`config.mk`:
```
export PLATFORM = sky130hd
export DESIGN_NAME = vtol_mode_transition_mixer_unit
export DESIGN_NICKNAME = d
export VERILOG_FILES = /design/src/design/vtolmix_pkg.sv /design/src/design/vtolmix_cfg.sv /design/src/design/vtolmix_mode.sv /design/src/design/vtolmix_trans.sv /design/src/design/vtolmix_mixer.sv /design/src/design/vtol_mode_transition_mixer_unit.sv
export SDC_FILE = /design/constraint.sdc
export NUM_CORES = 1
export LEC_CHECK = 0
export BUFFER_PORTS_ARGS = -buffer_cell sky130_fd_sc_hd__buf_4
export CAP_MARGIN = 25
export CORE_MARGIN = 4
export CORE_UTILIZATION = 35
export CTS_CLUSTER_DIAMETER = 40
export CTS_CLUSTER_SIZE = 28
export DETAILED_ROUTE_END_ITERATION = 10
export SYNTH_ARGS = -nofsm -noshare
export SYNTH_HDL_FRONTEND = slang
export SYNTH_HIERARCHICAL = 1
export SYNTH_SLANG_ARGS = --single-unit
```
`constraint.sdc`:
```
create_clock -name clk -period 13.5 [get_ports clk]
set_input_delay 0 -clock clk [delete_from_list [all_inputs] [get_ports clk]]
set_output_delay 0 -clock clk [all_outputs]
set_load 0.02 [all_outputs]
```
`src/design/vtolmix_pkg.sv`:
```
`timescale 1ns / 1ps

package vtolmix_pkg;

	// Channel and field widths.
	localparam int CHAN_W     = 12;
	localparam int LEVEL_W    = 7;
	localparam int GAIN_W     = 16;
	localparam int CFG_ADDR_W = 5;
	localparam int CFG_DATA_W = 32;

	// Transition range and channel limits.
	localparam int MIN_TRANSITION  = 0;
	localparam int MAX_TRANSITION  = 90;
	localparam int HALF_TRANSITION = MAX_TRANSITION / 2;
	localparam int OUTPUT_MIN      = -2048;
	localparam int OUTPUT_MAX      = 2047;
	localparam int INPUT_MIN       = -2048;
	localparam int INPUT_CENTRE    = 0;

	// Register reset values.
	localparam int THR_LOW_RESET     = -683;
	localparam int THR_HIGH_RESET    = 683;
	localparam int DEAD_MARGIN_RESET = 100;
	localparam int HORZ_GAIN_RESET   = 4096;
	localparam int VERT_GAIN_RESET   = 4096;

	typedef logic signed [CHAN_W-1:0] chan_t;
	typedef logic [LEVEL_W-1:0] level_t;

	typedef enum logic [1:0] {
		CM_ANGLE  = 2'd0,
		CM_RATE   = 2'd1,
		CM_MANUAL = 2'd2
	} cmode_t;

	typedef enum logic [1:0] {
		FM_DISABLED   = 2'd0,
		FM_VERTICAL   = 2'd1,
		FM_HORIZONTAL = 2'd2
	} fmode_t;

	typedef enum logic [2:0] {
		REG_THR_LOW     = 3'd0,
		REG_THR_HIGH    = 3'd1,
		REG_DEAD_MARGIN = 3'd2,
		REG_HORZ_GAIN   = 3'd3,
		REG_VERT_GAIN   = 3'd4
	} reg_idx_t;

	typedef struct packed {
		chan_t             thr_low;
		chan_t             thr_high;
		logic [CHAN_W-1:0] dead_margin;
		logic [GAIN_W-1:0] horz_gain;
		logic [GAIN_W-1:0] vert_gain;
	} cfg_t;

	typedef struct packed {
		cmode_t cmode;
		fmode_t fmode;
		logic   force_idle;
	} mode_dec_t;

	// Saturate a widened sum to the channel range.
	function automatic chan_t sat_chan(input logic signed [17:0] v);
		logic signed [17:0] lo;
		logic signed [17:0] hi;
		lo = 18'(OUTPUT_MIN);
		hi = 18'(OUTPUT_MAX);
		priority if (v < lo) begin
			return chan_t'(lo);
		end else if (v > hi) begin
			return chan_t'(hi);
		end else begin
			return chan_t'(v);
		end
	endfunction

endpackage

```
`src/design/vtolmix_cfg.sv`:
```
`timescale 1ns / 1ps

module vtolmix_cfg (
	input  logic                                clk,
	input  logic                                arst_n,
	input  logic                                psel,
	input  logic                                penable,
	input  logic                                pwrite,
	input  logic [vtolmix_pkg::CFG_ADDR_W-1:0]  paddr,
	input  logic [vtolmix_pkg::CFG_DATA_W-1:0]  pwdata,
	output logic [vtolmix_pkg::CFG_DATA_W-1:0]  prdata,
	output logic                                pready,
	output vtolmix_pkg::cfg_t                   cfg
);

	vtolmix_pkg::cfg_t cfg_q;
	logic [2:0]        idx;
	logic              wr_en;

	assign idx    = paddr[4:2];
	assign pready = 1'b1;
	assign wr_en  = psel && penable && pwrite;
	assign cfg    = cfg_q;

	always_ff @(posedge clk or negedge arst_n) begin
		if (!arst_n) begin
			cfg_q.thr_low     <= vtolmix_pkg::chan_t'(vtolmix_pkg::THR_LOW_RESET);
			cfg_q.thr_high    <= vtolmix_pkg::chan_t'(vtolmix_pkg::THR_HIGH_RESET);
			cfg_q.dead_margin <= vtolmix_pkg::CHAN_W'(vtolmix_pkg::DEAD_MARGIN_RESET);
			cfg_q.horz_gain   <= vtolmix_pkg::GAIN_W'(vtolmix_pkg::HORZ_GAIN_RESET);
			cfg_q.vert_gain   <= vtolmix_pkg::GAIN_W'(vtolmix_pkg::VERT_GAIN_RESET);
		end else if (wr_en) begin
			unique case (vtolmix_pkg::reg_idx_t'(idx))
				vtolmix_pkg::REG_THR_LOW:     cfg_q.thr_low     <= pwdata[11:0];
				vtolmix_pkg::REG_THR_HIGH:    cfg_q.thr_high    <= pwdata[11:0];
				vtolmix_pkg::REG_DEAD_MARGIN: cfg_q.dead_margin <= pwdata[11:0];
				vtolmix_pkg::REG_HORZ_GAIN:   cfg_q.horz_gain   <= pwdata[15:0];
				vtolmix_pkg::REG_VERT_GAIN:   cfg_q.vert_gain   <= pwdata[15:0];
				default: ;
			endcase
		end
	end

	always_comb begin
		unique case (vtolmix_pkg::reg_idx_t'(idx))
			vtolmix_pkg::REG_THR_LOW:     prdata = {20'd0, cfg_q.thr_low};
			vtolmix_pkg::REG_THR_HIGH:    prdata = {20'd0, cfg_q.thr_high};
			vtolmix_pkg::REG_DEAD_MARGIN: prdata = {20'd0, cfg_q.dead_margin};
			vtolmix_pkg::REG_HORZ_GAIN:   prdata = {16'd0, cfg_q.horz_gain};
			vtolmix_pkg::REG_VERT_GAIN:   prdata = {16'd0, cfg_q.vert_gain};
			default:                      prdata = '0;
		endcase
	end

endmodule

```
`src/design/vtolmix_mode.sv`:
```
`timescale 1ns / 1ps

module vtolmix_mode (
	input  vtolmix_pkg::cfg_t      cfg,
	input  vtolmix_pkg::chan_t     throttle_stick,
	input  vtolmix_pkg::chan_t     aileron_stick,
	input  vtolmix_pkg::chan_t     elevator_stick,
	input  vtolmix_pkg::chan_t     rudder_stick,
	input  vtolmix_pkg::chan_t     control_switch,
	input  vtolmix_pkg::chan_t     gear_switch,
	input  logic                   rx_failed,
	input  logic                   imu_failed,
	input  vtolmix_pkg::chan_t     roll_cmd,
	input  vtolmix_pkg::chan_t     pitch_cmd,
	input  vtolmix_pkg::chan_t     yaw_cmd,
	output vtolmix_pkg::mode_dec_t mode,
	output vtolmix_pkg::chan_t     thro,
	output vtolmix_pkg::chan_t     roll,
	output vtolmix_pkg::chan_t     pitch,
	output vtolmix_pkg::chan_t     yaw
);

	vtolmix_pkg::chan_t aile;
	vtolmix_pkg::chan_t elev;
	vtolmix_pkg::chan_t rudd;

	always_comb begin
		mode.cmode = vtolmix_pkg::CM_ANGLE;
		if (control_switch < cfg.thr_high) mode.cmode = vtolmix_pkg::CM_RATE;
		if (control_switch < cfg.thr_low)  mode.cmode = vtolmix_pkg::CM_MANUAL;
		if (rx_failed)                     mode.cmode = vtolmix_pkg::CM_ANGLE;
		if (imu_failed)                    mode.cmode = vtolmix_pkg::CM_MANUAL;

		mode.fmode = vtolmix_pkg::FM_DISABLED;
		if (gear_switch < cfg.thr_high) mode.fmode = vtolmix_pkg::FM_VERTICAL;
		if (gear_switch < cfg.thr_low)  mode.fmode = vtolmix_pkg::FM_HORIZONTAL;
		priority if (rx_failed && imu_failed) begin
			mode.fmode = vtolmix_pkg::FM_DISABLED;
		end else if (rx_failed || imu_failed) begin
			mode.fmode = vtolmix_pkg::FM_HORIZONTAL;
		end else begin
		end

		mode.force_idle = (mode.fmode == vtolmix_pkg::FM_DISABLED) || rx_failed;
	end

	// Idle throttle and centred sticks while disabled or without a link.
	always_comb begin
		if (mode.force_idle) begin
			thro = vtolmix_pkg::chan_t'(vtolmix_pkg::INPUT_MIN);
			aile = vtolmix_pkg::chan_t'(vtolmix_pkg::INPUT_CENTRE);
			elev = vtolmix_pkg::chan_t'(vtolmix_pkg::INPUT_CENTRE);
			rudd = vtolmix_pkg::chan_t'(vtolmix_pkg::INPUT_CENTRE);
		end else begin
			thro = throttle_stick;
			aile = aileron_stick;
			elev = elevator_stick;
			rudd = rudder_stick;
		end
	end

	always_comb begin
		if (mode.cmode == vtolmix_pkg::CM_MANUAL) begin
			roll  = aile;
			pitch = elev;
			yaw   = rudd;
		end else begin
			roll  = roll_cmd;
			pitch = pitch_cmd;
			yaw   = yaw_cmd;
		end
	end

endmodule

```
`src/design/vtolmix_trans.sv`:
```
`timescale 1ns / 1ps

module vtolmix_trans (
	input  logic                clk,
	input  logic                arst_n,
	input  logic                advance,
	input  vtolmix_pkg::fmode_t fmode,
	output vtolmix_pkg::level_t level,
	output logic                horz,
	output vtolmix_pkg::chan_t  gear
);

	localparam int LutDepth = 1 << vtolmix_pkg::LEVEL_W;
	localparam int Half     = vtolmix_pkg::HALF_TRANSITION;
	localparam int Span     = vtolmix_pkg::MAX_TRANSITION - Half;
	localparam int OutRange = vtolmix_pkg::OUTPUT_MAX - vtolmix_pkg::OUTPUT_MIN;

	localparam vtolmix_pkg::level_t LvlMin = vtolmix_pkg::LEVEL_W'(vtolmix_pkg::MIN_TRANSITION);
	localparam vtolmix_pkg::level_t LvlMax = vtolmix_pkg::LEVEL_W'(vtolmix_pkg::MAX_TRANSITION);
	localparam vtolmix_pkg::level_t LvlHalf = vtolmix_pkg::LEVEL_W'(Half);

	vtolmix_pkg::level_t level_q;
	logic                seen_q;
	vtolmix_pkg::chan_t  gear_lut [0:LutDepth-1];

	always_comb begin
		priority if (!seen_q) begin
			level = (fmode == vtolmix_pkg::FM_HORIZONTAL) ? LvlMin : LvlMax;
		end else if (fmode == vtolmix_pkg::FM_HORIZONTAL) begin
			level = (level_q <= LvlMin) ? LvlMin : level_q - 1'b1;
		end else begin
			level = (level_q >= LvlMax) ? LvlMax : level_q + 1'b1;
		end
	end

	assign horz = level < LvlHalf;

	always_ff @(posedge clk or negedge arst_n) begin
		if (!arst_n) begin
			level_q <= '0;
			seen_q  <= 1'b0;
		end else if (advance) begin
			level_q <= level;
			seen_q  <= 1'b1;
		end
	end

	// Servo position for each level, worked out at elaboration.
	for (genvar gi = 0; gi < LutDepth; gi++) begin : g_gear
		localparam int Raw = (gi < Half || gi > vtolmix_pkg::MAX_TRANSITION) ?
			vtolmix_pkg::OUTPUT_MIN :
			vtolmix_pkg::OUTPUT_MIN + ((gi - Half) * OutRange) / Span;
		localparam int Sat = (Raw > vtolmix_pkg::OUTPUT_MAX) ? vtolmix_pkg::OUTPUT_MAX : Raw;
		assign gear_lut[gi] = vtolmix_pkg::chan_t'(Sat);
	end

	assign gear = gear_lut[level];

endmodule

```
`src/design/vtolmix_mixer.sv`:
```
`timescale 1ns / 1ps

module vtolmix_mixer (
	input  vtolmix_pkg::cfg_t  cfg,
	input  logic               horz,
	input  vtolmix_pkg::chan_t thro,
	input  vtolmix_pkg::chan_t roll,
	input  vtolmix_pkg::chan_t pitch,
	input  vtolmix_pkg::chan_t yaw,
	output vtolmix_pkg::chan_t starboard_elevon,
	output vtolmix_pkg::chan_t portside_elevon,
	output vtolmix_pkg::chan_t starboard_thrust,
	output vtolmix_pkg::chan_t portside_thrust
);

	logic signed [28:0] yaw_prod;
	logic signed [28:0] roll_prod;
	logic signed [16:0] diff;
	logic signed [17:0] thro_w;
	logic signed [17:0] diff_w;
	logic signed [17:0] pitch_w;
	logic signed [17:0] roll_w;
	logic signed [17:0] yaw_w;
	logic signed [17:0] re_w;
	logic signed [17:0] le_w;
	logic signed [13:0] dead_lim;
	logic               dead;

	// Both differential products run side by side; the level picks one.
	assign yaw_prod  = $signed({{17{yaw[11]}}, yaw}) * $signed({13'd0, cfg.horz_gain});
	assign roll_prod = $signed({{17{roll[11]}}, roll}) * $signed({13'd0, cfg.vert_gain});

	// Dropping the twelve fraction bits floors the product with the Q4.12 gain.
	assign diff = horz ? yaw_prod[28:12] : roll_prod[28:12];

	assign thro_w  = 18'(thro);
	assign diff_w  = 18'(diff);
	assign pitch_w = 18'(pitch);
	assign roll_w  = 18'(roll);
	assign yaw_w   = 18'(yaw);

	assign re_w = horz ? pitch_w + roll_w : pitch_w - yaw_w;
	assign le_w = horz ? pitch_w - roll_w : pitch_w + yaw_w;

	assign dead_lim = 14'(vtolmix_pkg::OUTPUT_MIN) + $signed({2'b00, cfg.dead_margin});
	assign dead     = 14'(thro) < dead_lim;

	assign starboard_elevon = vtolmix_pkg::sat_chan(re_w);
	assign portside_elevon  = vtolmix_pkg::sat_chan(le_w);

	always_comb begin
		if (dead) begin
			starboard_thrust = vtolmix_pkg::chan_t'(vtolmix_pkg::OUTPUT_MIN);
			portside_thrust  = vtolmix_pkg::chan_t'(vtolmix_pkg::OUTPUT_MIN);
		end else begin
			starboard_thrust = vtolmix_pkg::sat_chan(thro_w - diff_w);
			portside_thrust  = vtolmix_pkg::sat_chan(thro_w + diff_w);
		end
	end

endmodule

```
`src/design/vtol_mode_transition_mixer_unit.sv`:
```
`timescale 1ns / 1ps

// Channel      Direction  Handshake            Contents
// request in   input      in_valid / in_stall  sticks, switches, failure flags, axis commands
// result out   output     out_valid/out_stall  elevons, motors, gear servo, level, modes
// config       input      APB (psel/penable)   thresholds, dead-stick margin, mix gains
//
// A request lands in the input register at its accepting edge, and once the result register
// is empty or being taken it passes through the mode, transition and mix logic into the
// result register. A new request is accepted every cycle unless in_stall is raised.
// The transition level and the first-tick flag update as a request enters the result
// register. Reset clears the valid flags, the transition level and the first-tick flag,
// and loads the register reset values. A stalled result holds the result register; the
// input register holds its request and raises in_stall only when both registers are
// occupied and the result is stalled.

module vtol_mode_transition_mixer_unit (
	input  logic                               clk,
	input  logic                               arst_n,

	input  logic                               in_valid,
	output logic                               in_stall,
	input  logic signed [11:0]                 throttle_stick,
	input  logic signed [11:0]                 aileron_stick,
	input  logic signed [11:0]                 elevator_stick,
	input  logic signed [11:0]                 rudder_stick,
	input  logic signed [11:0]                 control_switch,
	input  logic signed [11:0]                 gear_switch,
	input  logic                               rx_failed,
	input  logic                               imu_failed,
	input  logic signed [11:0]                 roll_cmd,
	input  logic signed [11:0]                 pitch_cmd,
	input  logic signed [11:0]                 yaw_cmd,

	output logic                               out_valid,
	input  logic                               out_stall,
	output logic signed [11:0]                 starboard_elevon,
	output logic signed [11:0]                 portside_elevon,
	output logic signed [11:0]                 starboard_thrust,
	output logic signed [11:0]                 portside_thrust,
	output logic signed [11:0]                 gear_servo,
	output logic [6:0]                         transition_level,
	output logic [1:0]                         control_mode,
	output logic [1:0]                         airframe_mode,

	input  logic                               psel,
	input  logic                               penable,
	input  logic                               pwrite,
	input  logic [vtolmix_pkg::CFG_ADDR_W-1:0] paddr,
	input  logic [vtolmix_pkg::CFG_DATA_W-1:0] pwdata,
	output logic [vtolmix_pkg::CFG_DATA_W-1:0] prdata,
	output logic                               pready
);

	vtolmix_pkg::cfg_t cfg;

	// Input register.
	logic               valid_s1;
	vtolmix_pkg::chan_t thro_s1;
	vtolmix_pkg::chan_t aile_s1;
	vtolmix_pkg::chan_t elev_s1;
	vtolmix_pkg::chan_t rudd_s1;
	vtolmix_pkg::chan_t csw_s1;
	vtolmix_pkg::chan_t gsw_s1;
	logic               rxf_s1;
	logic               imuf_s1;
	vtolmix_pkg::chan_t proll_s1;
	vtolmix_pkg::chan_t ppitch_s1;
	vtolmix_pkg::chan_t pyaw_s1;

	// Result register.
	logic                valid_s2;
	vtolmix_pkg::chan_t  re_s2;
	vtolmix_pkg::chan_t  le_s2;
	vtolmix_pkg::chan_t  rm_s2;
	vtolmix_pkg::chan_t  lm_s2;
	vtolmix_pkg::chan_t  gear_s2;
	vtolmix_pkg::level_t level_s2;
	vtolmix_pkg::cmode_t cmode_s2;
	vtolmix_pkg::fmode_t fmode_s2;

	// Combinational results of the single pass.
	vtolmix_pkg::mode_dec_t mode;
	vtolmix_pkg::chan_t     thro;
	vtolmix_pkg::chan_t     roll;
	vtolmix_pkg::chan_t     pitch;
	vtolmix_pkg::chan_t     yaw;
	vtolmix_pkg::level_t    level;
	logic                   horz;
	vtolmix_pkg::chan_t     gear;
	vtolmix_pkg::chan_t     re;
	vtolmix_pkg::chan_t     le;
	vtolmix_pkg::chan_t     rm;
	vtolmix_pkg::chan_t     lm;

	logic advance;
	logic in_take;

	// The request in the input register moves on whenever the result register is
	// empty or its content is being taken in this cycle.
	assign advance  = valid_s1 && (!valid_s2 || !out_stall);
	assign in_stall = valid_s1 && !advance;
	assign in_take  = in_valid && !in_stall;

	vtolmix_cfg u_cfg (
		.clk     (clk),
		.arst_n  (arst_n),
		.psel    (psel),
		.penable (penable),
		.pwrite  (pwrite),
		.paddr   (paddr),
		.pwdata  (pwdata),
		.prdata  (prdata),
		.pready  (pready),
		.cfg     (cfg)
	);

	always_ff @(posedge clk or negedge arst_n) begin
		if (!arst_n) begin
			valid_s1 <= 1'b0;
		end else if (in_take) begin
			valid_s1 <= 1'b1;
		end else if (advance) begin
			valid_s1 <= 1'b0;
		end
	end

	always_ff @(posedge clk) begin
		if (in_take) begin
			thro_s1   <= throttle_stick;
			aile_s1   <= aileron_stick;
			elev_s1   <= elevator_stick;
			rudd_s1   <= rudder_stick;
			csw_s1    <= control_switch;
			gsw_s1    <= gear_switch;
			rxf_s1    <= rx_failed;
			imuf_s1   <= imu_failed;
			proll_s1  <= roll_cmd;
			ppitch_s1 <= pitch_cmd;
			pyaw_s1   <= yaw_cmd;
		end
	end

	// Mode decode, stick forcing and the choice between stick and PID commands.
	vtolmix_mode u_mode (
		.cfg            (cfg),
		.throttle_stick (thro_s1),
		.aileron_stick  (aile_s1),
		.elevator_stick (elev_s1),
		.rudder_stick   (rudd_s1),
		.control_switch (csw_s1),
		.gear_switch    (gsw_s1),
		.rx_failed      (rxf_s1),
		.imu_failed     (imuf_s1),
		.roll_cmd       (proll_s1),
		.pitch_cmd      (ppitch_s1),
		.yaw_cmd        (pyaw_s1),
		.mode           (mode),
		.thro           (thro),
		.roll           (roll),
		.pitch          (pitch),
		.yaw            (yaw)
	);

	// Transition ramp; the level it reports already includes this request's step.
	vtolmix_trans u_trans (
		.clk     (clk),
		.arst_n  (arst_n),
		.advance (advance),
		.fmode   (mode.fmode),
		.level   (level),
		.horz    (horz),
		.gear    (gear)
	);

	vtolmix_mixer u_mixer (
		.cfg              (cfg),
		.horz             (horz),
		.thro             (thro),
		.roll             (roll),
		.pitch            (pitch),
		.yaw              (yaw),
		.starboard_elevon (re),
		.portside_elevon  (le),
		.starboard_thrust (rm),
		.portside_thrust  (lm)
	);

	always_ff @(posedge clk or negedge arst_n) begin
		if (!arst_n) begin
			valid_s2 <= 1'b0;
		end else if (advance) begin
			valid_s2 <= 1'b1;
		end else if (!out_stall) begin
			valid_s2 <= 1'b0;
		end
	end

	always_ff @(posedge clk) begin
		if (advance) begin
			re_s2    <= re;
			le_s2    <= le;
			rm_s2    <= rm;
			lm_s2    <= lm;
			gear_s2  <= gear;
			level_s2 <= level;
			cmode_s2 <= mode.cmode;
			fmode_s2 <= mode.fmode;
		end
	end

	assign out_valid        = valid_s2;
	assign starboard_elevon = re_s2;
	assign portside_elevon  = le_s2;
	assign starboard_thrust = rm_s2;
	assign portside_thrust  = lm_s2;
	assign gear_servo       = gear_s2;
	assign transition_level = level_s2;
	assign control_mode     = cmode_s2;
	assign airframe_mode    = fmode_s2;

	// The ramp never leaves its range.
	a_level_range : assert property (@(posedge clk) disable iff (!arst_n)
		out_valid |-> transition_level <= vtolmix_pkg::MAX_TRANSITION)
		else $error("transition level above its maximum");

	// Below half transition the tilt servo sits at its minimum.
	a_gear_low : assert property (@(posedge clk) disable iff (!arst_n)
		(out_valid && transition_level < vtolmix_pkg::HALF_TRANSITION)
		|-> gear_servo == vtolmix_pkg::OUTPUT_MIN)
		else $error("gear servo moved below half transition");

	// A completed write to the margin register lands in the next cycle.
	a_cfg_write : assert property (@(posedge clk) disable iff (!arst_n)
		(arst_n && psel && penable && pwrite && pready &&
		 paddr[4:2] == vtolmix_pkg::REG_DEAD_MARGIN)
		|=> cfg.dead_margin == $past(pwdata[11:0]))
		else $error("dead-stick margin write lost");

endmodule
```
Word-level counts from Yosys, hierarchy flattened
Memory sizes are Yosys's and may differ from the RTL's. A register that Yosys moved wholly into a read port is not among the register bits.
Cells that the tools add are included.
- bits in read-only memories: 1536
- input port bits: 154
- output and inout bits: 106
- logic and storage cells: 118
- register bits after elaboration: 247
- memories kept: 1
- mux-type cells: 32
- reductions and logical operators: 23
- $mul: 2
- equal/unequal tests: 7
- $add $sub $neg: 9
- order comparisons: 16
- bitwise operators: 1
- memories (memory ; depth ; bits a word ; rd ports ; clocked after memory_dff ; write ports ; RTL line ; source):
    (no name shown) ; 128 ; 12 ; 1 ; 1 ; 0 ; vtolmix_trans.sv:57 ; assign gear = gear_lut[level];
- operators by type and width (cell ; count):
    $mux 12 ; 11
    $pmux 16 s5 ; 1
    $gt 18x12->1 const B ; 4
    $lt 18x12->1 const B ; 4
    $mul 12x17->29 ; 2
    $lt 12x12->1 ; 4
    $mux 18 ; 2
    $mux 7 ; 5
    $add 12x12->13 ; 2
    $sub 12x12->13 ; 2
    $add 12x17->18 ; 1
    $sub 12x17->18 ; 1
    $mux 17 ; 1
    $add 12x13->14 const A ; 1
    $lt 12x14->1 ; 1
    $mux 2 ; 6
    $reduce_and 2->1 ; 5
    $not 7->8 ; 1
    $add 7x1->7 const B ; 1
    $ge 7x7->1 const B ; 1
    $le 7x1->1 const B ; 1
    $lt 7x6->1 const B ; 1
    $sub 7x1->7 const B ; 1
    $eq 3x2->1 const B ; 2
    12 further kinds ; 29

Longest topological paths before layout
Gate-level depths: netlist of the first run.
- word-level depth: 14
- gate-level depth with buffers: 45
- gate-level depth less buffers: 41

Modules after synthesis
The synthesis of the first run kept the hierarchy.
- by module, submodules not included (module ; area each (um2) ; instances ; cells each ; seq. area each (um2)):
    vtolmix_mixer ; 16057.9 ; 1 ; 1957 ; 0.0
    vtol_mode_transition_mixer_unit ; 5527.8 ; 1 ; 189 ; 5485.3
    vtolmix_cfg ; 3283.1 ; 1 ; 237 ; 1724.2
    vtolmix_trans ; 1788.0 ; 1 ; 237 ; 200.2
    vtolmix_mode ; 1629.1 ; 1 ; 207 ; 0.0

Worst setup path before layout of the first run
No wires, ideal clock.
- path kind: reg-to-reg
- start point: register u_cfg.cfg_q, in the netlist u_cfg/cfg[67]
- end point: register rm_s2[1], in the netlist starboard_thrust[1] (data pin)
- period minus slack after synthesis: 10.166 ns
- data required time: 13.244 ns
- arrival time: 9.910 ns
- path buffers: 5
- cell stages (with the launch flop): 42
- setup time: 0.256 ns
- setup slack: 3.334 ns
- cell sequence: dfstp_2 inv_1 ha_1 or3b_1 a211oi_2 nand2_1 a311oi_4 buf_6 a22o_1 clkbuf_1 clkbuf_1 nand2_1 fa_1 fa_1 inv_1 fa_1 fa_1 fa_1 (+6 left out) nor2b_1 nor2_1 o21bai_1 xor2_1 a21o_1 ha_1 buf_2 nor2b_1 or4_1 nor2_1 o41a_1 o31ai_4 mux2i_1 nand4_1 or3_1 o21bai_1 buf_4 a21oi_2
- longest elaborated chain between the ends: 13
- elaborated cells on any way between the ends: 30
- those cells by class: add/sub (1); mul (2); order compare (6); eq/ne (2); mux (16); reduce/logical (3)
- RTL lines (what ; RTL line ; source):
    start: declaration ; vtolmix_cfg.sv:16 ; vtolmix_pkg::cfg_t cfg_q;
    $lt 12x12->1 ; vtolmix_mode.sv:36 ; if (gear_switch < cfg.thr_low) mode.fmode = vtolmix_pkg::FM_HORIZONTAL;
    $mux 2 ; vtolmix_mode.sv:36 ;
    $mux 2 ; vtolmix_mode.sv:39 ; end else if (rx_failed || imu_failed) begin
    $mux 2 ; vtolmix_mode.sv:37 ; priority if (rx_failed && imu_failed) begin
    $logic_not 2->1 ; vtolmix_mode.sv:44 ; mode.force_idle = (mode.fmode == vtolmix_pkg::FM_DISABLED) || rx_failed;
    $logic_or 1x1->1 ; vtolmix_mode.sv:44 ;
    $mux 12 ; vtolmix_mode.sv:49 ; if (mode.force_idle) begin
    $mux 12 (*) ; vtolmix_mode.sv:63 ; if (mode.cmode == vtolmix_pkg::CM_MANUAL) begin
    net yaw[4] ; vtol_mode_transition_mixer_unit.sv:87 ; vtolmix_pkg::chan_t yaw;
    $mul 12x17->29 (*) ; vtolmix_mixer.sv:30 ; assign yaw_prod = $signed({{17{yaw[11]}}, yaw}) * $signed({13'd0, cfg.horz_gain});
    $mux 17 (*) ; vtolmix_mixer.sv:34 ; assign diff = horz ? yaw_prod[28:12] : roll_prod[28:12];
    $sub 12x17->18 (*) ; vtolmix_mixer.sv:56 ; starboard_thrust = vtolmix_pkg::sat_chan(thro_w - diff_w);
    $gt 18x12->1 or $lt 18x12->1 (tied branches) ; vtolmix_pkg.sv:73, vtolmix_pkg.sv:71 ;
    $mux 12 or $reduce_or 2->1 (tied branches) ; n/a ;
    end signal: assignment ; vtol_mode_transition_mixer_unit.sv:203 ; rm_s2 <= rm;
    end: declaration ; vtol_mode_transition_mixer_unit.sv:75 ; vtolmix_pkg::chan_t rm_s2;
The timed path passes the listed nets; every way through them passes the cells marked *.
A chain may end at the register's enable or synchronous reset.

Final worst setup path of the first run
- start point: register u_cfg.cfg_q, in the netlist u_cfg/cfg[67]
- end point: register lm_s2[1], in the netlist portside_thrust[1] (data pin)
- longest elaborated chain between the ends: 13
- elaborated cells on any way between the ends: 30
- those cells by class: add/sub (1); mul (2); order compare (6); eq/ne (2); mux (16); reduce/logical (3)
- RTL lines (what ; RTL line ; source):
    $lt 12x12->1 ; vtolmix_mode.sv:36 ;
    $mux 2 ; vtolmix_mode.sv:36 ;
    $mux 2 ; vtolmix_mode.sv:39 ;
    $mux 2 ; vtolmix_mode.sv:37 ;
    $logic_not 2->1 ; vtolmix_mode.sv:44 ;
    $logic_or 1x1->1 ; vtolmix_mode.sv:44 ;
    $mux 12 ; vtolmix_mode.sv:49 ;
    $mux 12 (*) ; vtolmix_mode.sv:63 ;
    net roll[4] ; vtol_mode_transition_mixer_unit.sv:85 ; vtolmix_pkg::chan_t roll;
    $mul 12x17->29 (*) ; vtolmix_mixer.sv:31 ; assign roll_prod = $signed({{17{roll[11]}}, roll}) * $signed({13'd0, cfg.vert_gain});
    $mux 17 (*) ; vtolmix_mixer.sv:34 ;
    $add 12x17->18 (*) ; vtolmix_mixer.sv:57 ; portside_thrust = vtolmix_pkg::sat_chan(thro_w + diff_w);
    $gt 18x12->1 or $lt 18x12->1 (tied branches) ; vtolmix_pkg.sv:73, vtolmix_pkg.sv:71 ;
    $mux 12 or $reduce_or 2->1 (tied branches) ; n/a ;
    end signal: assignment ; vtol_mode_transition_mixer_unit.sv:204 ; lm_s2 <= lm;
    end: declaration ; vtol_mode_transition_mixer_unit.sv:76 ; vtolmix_pkg::chan_t lm_s2;
Marked as above.

==> impl_metrics.ini, run 1 <==
[pwr]
power_w = 0.00850
ir_drop_mv = 0.210
powerDensity_nw_per_um2 = 252
power.leakage_nw = 15.3

[worst_setup_path]
startpoint = u_cfg/cfg[67]$_DFFE_PN1P_
rr_worst_depth = 37
cp.required_ns = 13.92
crit_arrival_ns = 12.49
max_stage_delay_ns = 0.80
path_max_fanout = 21
critPathCaptureType = register
r2r_start = u_cfg/cfg[67]$_DFFE_PN1P_
crit_type = register to register
worstReg2RegEnd = portside_thrust[1]$_DFFE_PP_
crit_top_cell = fa_1
critPathLaunchType = register
crit_end = portside_thrust[1]$_DFFE_PP_
slowest_stage = a22o_1
ff2ff_setup_slack_ns = 1.43

[timing]
max_slew_margin_pct = 24.0
tns_ns = 0
worst_slew_pin_slew_ns = 1.14
finClkSkew_ns = 0.0438
grt_setup_unrepaired = no
hold_viol = 0
timing.final.crit_share_pct = 89.4
drv_slew = 0
fin_crit_ns = 12.07
setup_viol = 0
fmax_mhz = 82.9

[clocking]
root_buffer = clkbuf_16
clockBufferDepth = 3
insertion_delay_ns = 0.59
cts_buffers = 45
cts_tree = built
clk_pin_slew_ns = 0.05
post_cts_resized = 0
htree_levels = 2
cts.sinks = 259

[finish]
area_growth_pct = 19.0
final_cells = 4200
drive_gt1_share_pct = 15.8
fin_nets = 3846
largest_reg_flops = 68
fillers = 7656

[synthesis]
synthCells = 2826
netlist_area_sq_um = 28300
syn_area_per_cell_sq_um = 10.0
ys.warnings.count = 6

[grt]
antenna_found_initial = 3
grt_max_degree = 70
grt.overflow.total = 0
grt_pass1_vias = 21491
grt_pass1_wl_um = 123000
grt_usage_pct = 17.9

[floorplanning]
dieArea_sq_um = 85400
rows = 103
die-width_um = 292
die_y_um = 292
core_sq_um = 79500
top_level_ports = 260
start_util_pct = 35.6

[placed_design]
place.gp.congestion = 0.870
placed_cells = 3985
port_buffers = 224
hpwlAfterDp_um = 60300

[hold_path]
min_path_type = input pin to register

[drt]
drtPass1Iterations = 5
via_count = 20883
routed_wl_um = 77100
drtIter0Drc = 1227
routedWlPerCell_um = 18.4
routed_via_density = 4.97
final_antenna_net_count = 0
post-route-drc-count = 0

[status]
status = completed

[job]
cap_violations = 0
-- worst max-delay path, delay by kind of cell (launching register included) --
family / cells / cell delay [ns]
xor gates and xnor gates: 2 / 0.37
DFF: 1 / 0.55
and+or+nand+nor: 7 / 1.30
AOI/OAI and AO/OA: 16 / 5.17
buffers and inverters: 3 / 0.54
adders and majority gates: 8 / 3.65
muxes: 1 / 0.31
-- cell type report --
cell class              instances  area, sq um  area share, %
clock inverters                30          443           1.32
clock buffers                  53         1170           3.46
repair buffers                376         3150           9.36
well taps                    1050         1310           3.90
diodes                          1         2.50        0.00743
flip-flops and latches        259         7410           22.0
multi-input cells            2002        18600           55.2
inverters                     429         1610           4.78
-- placed cells by master, fill, tap and decap left out, types with 39 or more instances in the layout --
master         count
inv_1            428
ha_1             297
fa_1             282
nand2_1          261
buf_4            245
edfxtp_1         181
and2_1           159
dlygate4sd3_1    131
nor2_1           111
a21oi_1          103
mux2_2            91
o21ai_0           70
xnor2_1           66
dfrtp_1           60
clkbuf_16         45
a21o_1            42
a22o_1            39
-- power by group --
group | leakage, nW | switching (W) | internal [W]
clock | 0.772 | 0.000434 | 0.000768
sequential | 2.68 | 0.000183 | 0.00114
combinational | 11.9 | 0.00355 | 0.00242
total | 15.3 | 0.00417 | 0.00433
-- repair_timing --
action                                 CTS  global route
buffers inserted                         0             0
hold buffers                           131             0
endpoints found under the hold margin  250             0
-- layer usage --
layer | wire length [um] | GRT usage [%]
met5 | 0 | 0
met4 | 1340 | 3.69
met3 | 3900 | 2.66
met2 | 34700 | 28.4
met1 | 37200 | 26.2
-- per-stage QoR --
step           utilization [%]  hold slack [ns]  setup WS [ns]  instance area, sq um
2_1_floorplan                -           -0.296           3.33                 28300
3_3_place_gp              38.7           -0.125           1.68                 30700
3_5_place_dp              38.7           -0.124           1.53                 30700
4_1_cts                   42.3           0.0619           1.43                 33700
5_1_grt                   42.3            0.106          0.654                 33700
6_report                  42.3           0.0980           1.43                 33700
-- worst min-delay path by stage --
stage	from	endpoint	slack [ns]	cells after the start
floorplan	arst_n	out_valid$_DFFE_PN0P_	-0.30	0
global placement	arst_n	valid_s1$_DFFE_PN0P_	-0.12	1
detailed placement	arst_n	valid_s1$_DFFE_PN0P_	-0.12	1
CTS	penable	u_cfg/cfg[42]$_DFFE_PN0P_	0.06	4
global route	roll_cmd[11]	proll_s1[11]$_DFFE_PP_	0.11	2
finish	penable	u_cfg/cfg[42]$_DFFE_PN0P_	0.1	4
Power figures use the tool's default switching activity.
==> inputs of run 2 (changes only) <==
Settings changed: CTS_BUF_LIST set to sky130_fd_sc_hd__clkbuf_8, HOLD_SLACK_MARGIN set to 0.08.
==> run 2 against run 1 <==
Effect of this change:
- combinational power about the same
- clock power decreased by 29%
- clock skew increased by 0.013 ns
- global-route usage increased by 0.46 points
- hold slack improved by 0.023 ns
- first-iteration DRC count increased by 4.6%
- sequential share of layout area decreased by 0.37 points
- non-clock buffer count increased by 112
- maximum frequency increased by 0.55%
- largest power group unchanged
- largest cell class unchanged
- via count increased by 2.8%
- register-to-register slack improved by 0.07 ns
==> impl_metrics.ini, run 2 (synthesis results as in run 1) <==
[status]
status = completed

[worst_setup_path]
critPathLaunchType = register
crit_buf_inv = 3
crit_arrival_ns = 12.48
critPathTopFamily = compound AO/OA/AOI/OAI gates
path_max_fanout = 21
crit_type = register to register
slowest_stage = a22o_1
critPathCaptureType = register
crit_top_cell = fa_1
cp.required_ns = 13.97
max_stage_delay_ns = 0.78

[finish]
fin_nets = 3958
stdcell_area_sq_um = 34200
largest_reg_flops = 68
final_cell_mix = 435 x inv_1, 297 x ha_1, 282 x fa_1
final_cells = 4313
area_growth_pct = 21.1
mostFrequentLayoutCell = inv_1
drive_gt1_share_pct = 15.3

[hold_path]
min_path_type = input pin to async pin

[clocking]
root_buffer = clkbuf_8
clockBufferDepth = 3
cts_hold_buffers = 243
cts.sinks = 259
htree_levels = 2
cts_tree = built
cts_setup_buffers = 0
cts_buffers = 45
post_cts_resized = 0
insertion_delay_ns = 0.66
clk_pin_slew_ns = 0.06

[timing]
drv_slew = 0
grt_setup_unrepaired = no
fmax_mhz = 83.3
fin_crit_ns = 12.00
setup_viol = 0
max_slew_margin_pct = 25.1
worst_slew_pin_slew_ns = 1.12
tns_ns = 0
hold_viol = 0
timing.final.crit_share_pct = 88.9
finClkSkew_ns = 0.0566

[grt]
grt_max_degree = 70
grt_pass1_wl_um = 126000
antenna_found_initial = 3
grt.overflow.total = 0
grt_usage_pct = 18.4
grt_pass1_vias = 22180

[placed_design]
hpwlAfterDp_um = 60300
place.gp.congestion = 0.870
dpl_cell_area_sq_um = 30700
port_buffers = 224
placed_cells = 3985

[floorplanning]
start_util_pct = 35.6
rows = 103
die-width_um = 292
die_y_um = 292
core_sq_um = 79500
dieArea_sq_um = 85400
top_level_ports = 260

[job]
cap_violations = 0

[drt]
routedWlPerCell_um = 18.4
routed_wl_um = 79200
drtIter0Drc = 1283
routed_via_density = 4.98
final_antenna_net_count = 0
post-route-drc-count = 0
drtPass1Iterations = 5
via_count = 21459

[pwr]
ir_drop_mv = 0.225
powerDensity_nw_per_um2 = 239
power.leakage_nw = 15.6
[run 2: area by class of cell]
type | count | area [sq um]
clock buffer | 46 | 633
clock inverter | 37 | 433
tap | 1050 | 1310
antenna | 2 | 5.00
fill | 7596 | 45300
multi-input combinational | 2002 | 18600
inverter | 429 | 1610
sequential | 259 | 7410
timing repair buffer | 488 | 4270
[run 2: final timing paths]
check | startpoint | end | slack (ns) | cells after the start
setup / recovery | u_cfg/cfg[67]$_DFFE_PN1P_ | portside_thrust[3]$_DFFE_PP_ | 1.50 | 37
hold / removal | arst_n | u_cfg/cfg[55]$_DFFE_PN0P_ | 0.12 | 3
max in group asynchronous | arst_n | u_trans/level_q[0]$_DFFE_PN0P_ | 12.60 | 3
min in group clk | rudder_stick[4] | rudd_s1[4]$_DFFE_PP_ | 0.13 | 2
setup reg to reg | u_cfg/cfg[67]$_DFFE_PN1P_ | portside_thrust[3]$_DFFE_PP_ | 1.50 | 37
hold reg to reg | valid_s1$_DFFE_PN0P_ | out_valid$_DFFE_PN0P_ | 0.51 | 1
[run 2: routing by layer]
layer	up-vias	track usage [%]	wire, um
met2	591	29.6	36100
li1	10205	-	-
met1	10577	26.4	37200
met3	86	2.77	4400
met5	-	0	0
met4	0	3.97	1490
[run 2: power by group]
part           internal [W]  leakage [nW]  total [W]  switching (W)
combinational       0.00245          12.4    0.00600        0.00355
sequential          0.00114          2.68    0.00133       0.000185
clock              0.000473         0.557   0.000856       0.000383
[run 2: per-stage QoR]
stage	util [%]	total power [W]	setup WS [ns]	hold WS (ns)
finish	43.1	0.00818	1.50	0.121
global route	43.1	0.00904	0.654	0.0874
CTS	43.1	0.00823	1.42	0.0803
detailed placement	38.7	0.00726	1.53	-0.124
global placement	38.7	0.00723	1.68	-0.125
floorplan	-	0.00578	3.33	-0.296
[run 2: worst min-delay path: stages]
cell and delay [ns]:
dlygate4sd3_1 0.52, buf_4 0.12, buf_4 0.66
==> inputs of run 3 (changes only) <==
Settings changed: GPL_TIMING_DRIVEN set to 0, PLACE_DENSITY set to 0.62.
==> run 3 against run 2 <==
Effect of this change:
- cell area increased by 2.1%
- setup slack worse by 0.28 ns
- power is 2.3% higher
- sequential power down 5%
- first-iteration DRC count increased by 10%
- core utilization up 0.92 points
- critical path depth grew 5
- flip-flop and latch count did not move
==> impl_metrics.ini, run 3 (synthesis results as in run 1) <==
[timing]
finClkSkew_ns = 0.0664
max_slew_margin_pct = 43.6
worst_slew_pin_slew_ns = 0.846
hold_slack_ns = 0.127
fmax_mhz = 81.4
setup_viol = 0
drv_slew = 0
tns_ns = 0
grt_setup_unrepaired = no
timing.final.crit_share_pct = 91.0
setup_slack_ns = 1.22
fin_crit_ns = 12.28
hold_viol = 0

[pwr]
ir_drop_mv = 0.216
power.leakage_nw = 15.9
powerDensity_nw_per_um2 = 239

[status]
status = completed

[clocking]
cts_setup_buffers = 0
htree_levels = 2
cts.sinks = 259
clockBufferDepth = 3
cts_buffers = 47
insertion_delay_ns = 0.66
clk_pin_slew_ns = 0.07
cts_tree = built
root_buffer = clkbuf_8

[finish]
drive_gt1_share_pct = 16.1
area_growth_pct = 23.7
mostFrequentLayoutCell = inv_1
largest_reg_flops = 68
finalCoreUtilization_pct = 44.0
final_cell_mix = 432 x inv_1, 297 x ha_1, 282 x fa_1
fillers = 7515
fin_nets = 4103

[placed_design]
hpwlAfterDp_um = 66900
place.gp.congestion = 0.915
port_buffers = 224
pre_cts_slack_ns = 0.819

[worst_setup_path]
path_max_fanout = 10
crit_arrival_ns = 12.65
crit_type = register to register
crit_top_cell = fa_1
max_stage_delay_ns = 0.55
startpoint = u_cfg/cfg[67]$_DFFE_PN1P_
critPathLaunchType = register
r2r_start = u_cfg/cfg[67]$_DFFE_PN1P_
ff2ff_setup_slack_ns = 1.22
slowest_stage = dfstp_2
rr_worst_depth = 42
critPathCaptureType = register
worstReg2RegEnd = starboard_thrust[10]$_DFFE_PP_
cp.required_ns = 13.87

[grt]
grt_usage_pct = 19.4
grt.overflow.total = 0
grt_pass1_wl_um = 131000
antenna_found_initial = 2
grt_max_degree = 69
grt_pass1_vias = 22718

[floorplanning]
dieArea_sq_um = 85400
start_util_pct = 35.6
top_level_ports = 260
die-width_um = 292
core_sq_um = 79500
rows = 103
die_y_um = 292

[drt]
via_count = 22148
drtPass1Iterations = 6
routedWlPerCell_um = 18.9
drtIter0Drc = 1417
final_antenna_net_count = 0
routed_via_density = 4.97
post-route-drc-count = 0
routed_wl_um = 84400

[hold_path]
min_path_type = input pin to register
holdPathStages = 2
hold_start = rudder_stick[4]
hold_end = rudd_s1[4]$_DFFE_PP_

[job]
cap_violations = 0
run 3: worst max-delay path by stage:
stage	end	slack, ns	cells after the start
2_1_floorplan	starboard_thrust[1]$_DFFE_PP_	3.33	41
3_3_place_gp	starboard_thrust[10]$_DFFE_PP_	0.49	37
3_5_place_dp	starboard_thrust[10]$_DFFE_PP_	0.82	37
4_1_cts	starboard_thrust[10]$_DFFE_PP_	0.77	37
5_1_grt	starboard_thrust[10]$_DFFE_PP_	0.45	38
6_report	starboard_thrust[10]$_DFFE_PP_	1.22	42
run 3: what timing repair did:
action | CTS | global route
hold endpoints to repair | 309 | 0
gates resized for setup | 0 | 0
hold buffers | 249 | 0
run 3: final cells by class:
cell class / count / area (sq um) / share of cell area (%)
diodes: 1 / 2.50 / 0.00715
plain buffers: 151 / 797 / 2.28
clock buffers: 47 / 647 / 1.85
clock inverters: 40 / 337 / 0.962
inverters: 429 / 1610 / 4.60
multi-input cells: 2002 / 18500 / 53.0
flip-flops and latches: 259 / 7410 / 21.2
well taps: 1050 / 1310 / 3.76
repair buffers: 480 / 4320 / 12.3
run 3: through the flow:
stage          cells  cell area, sq um  power (W)
4_1_cts         4457             35000    0.00836
2_1_floorplan   2841             28300    0.00578
3_5_place_dp    4121             31500    0.00747
3_3_place_gp    4115             31300    0.00742
5_1_grt         4458             35000    0.00918
6_report        4459             35000    0.00837
run 3: routing by layer:
layer	up-vias	global-route usage, %	part of all wire, %
li1	10509	-	-
met1	10739	26.0	44
met2	767	31.0	45
met3	131	5.18	8.2
met4	2	5.77	3.1
met5	-	0	0.015
run 3: power breakdown:
part           switching, W  internal (W)
clock network      0.000397      0.000390
logic               0.00382       0.00250
registers          0.000123       0.00114
total               0.00434       0.00403
run 3: critical path, delay by kind of cell, from the launching register on:
family | cells | cell delay (ns)
AO/OA/AOI/OAI | 15 | 3.82
adder cells (fa/ha/maj) | 8 | 3.49
buffers and inverters | 8 | 1.94
AND/OR/NAND/NOR | 9 | 1.60
flip-flops | 1 | 0.55
XOR/XNOR | 1 | 0.41
multiplexers | 1 | 0.22
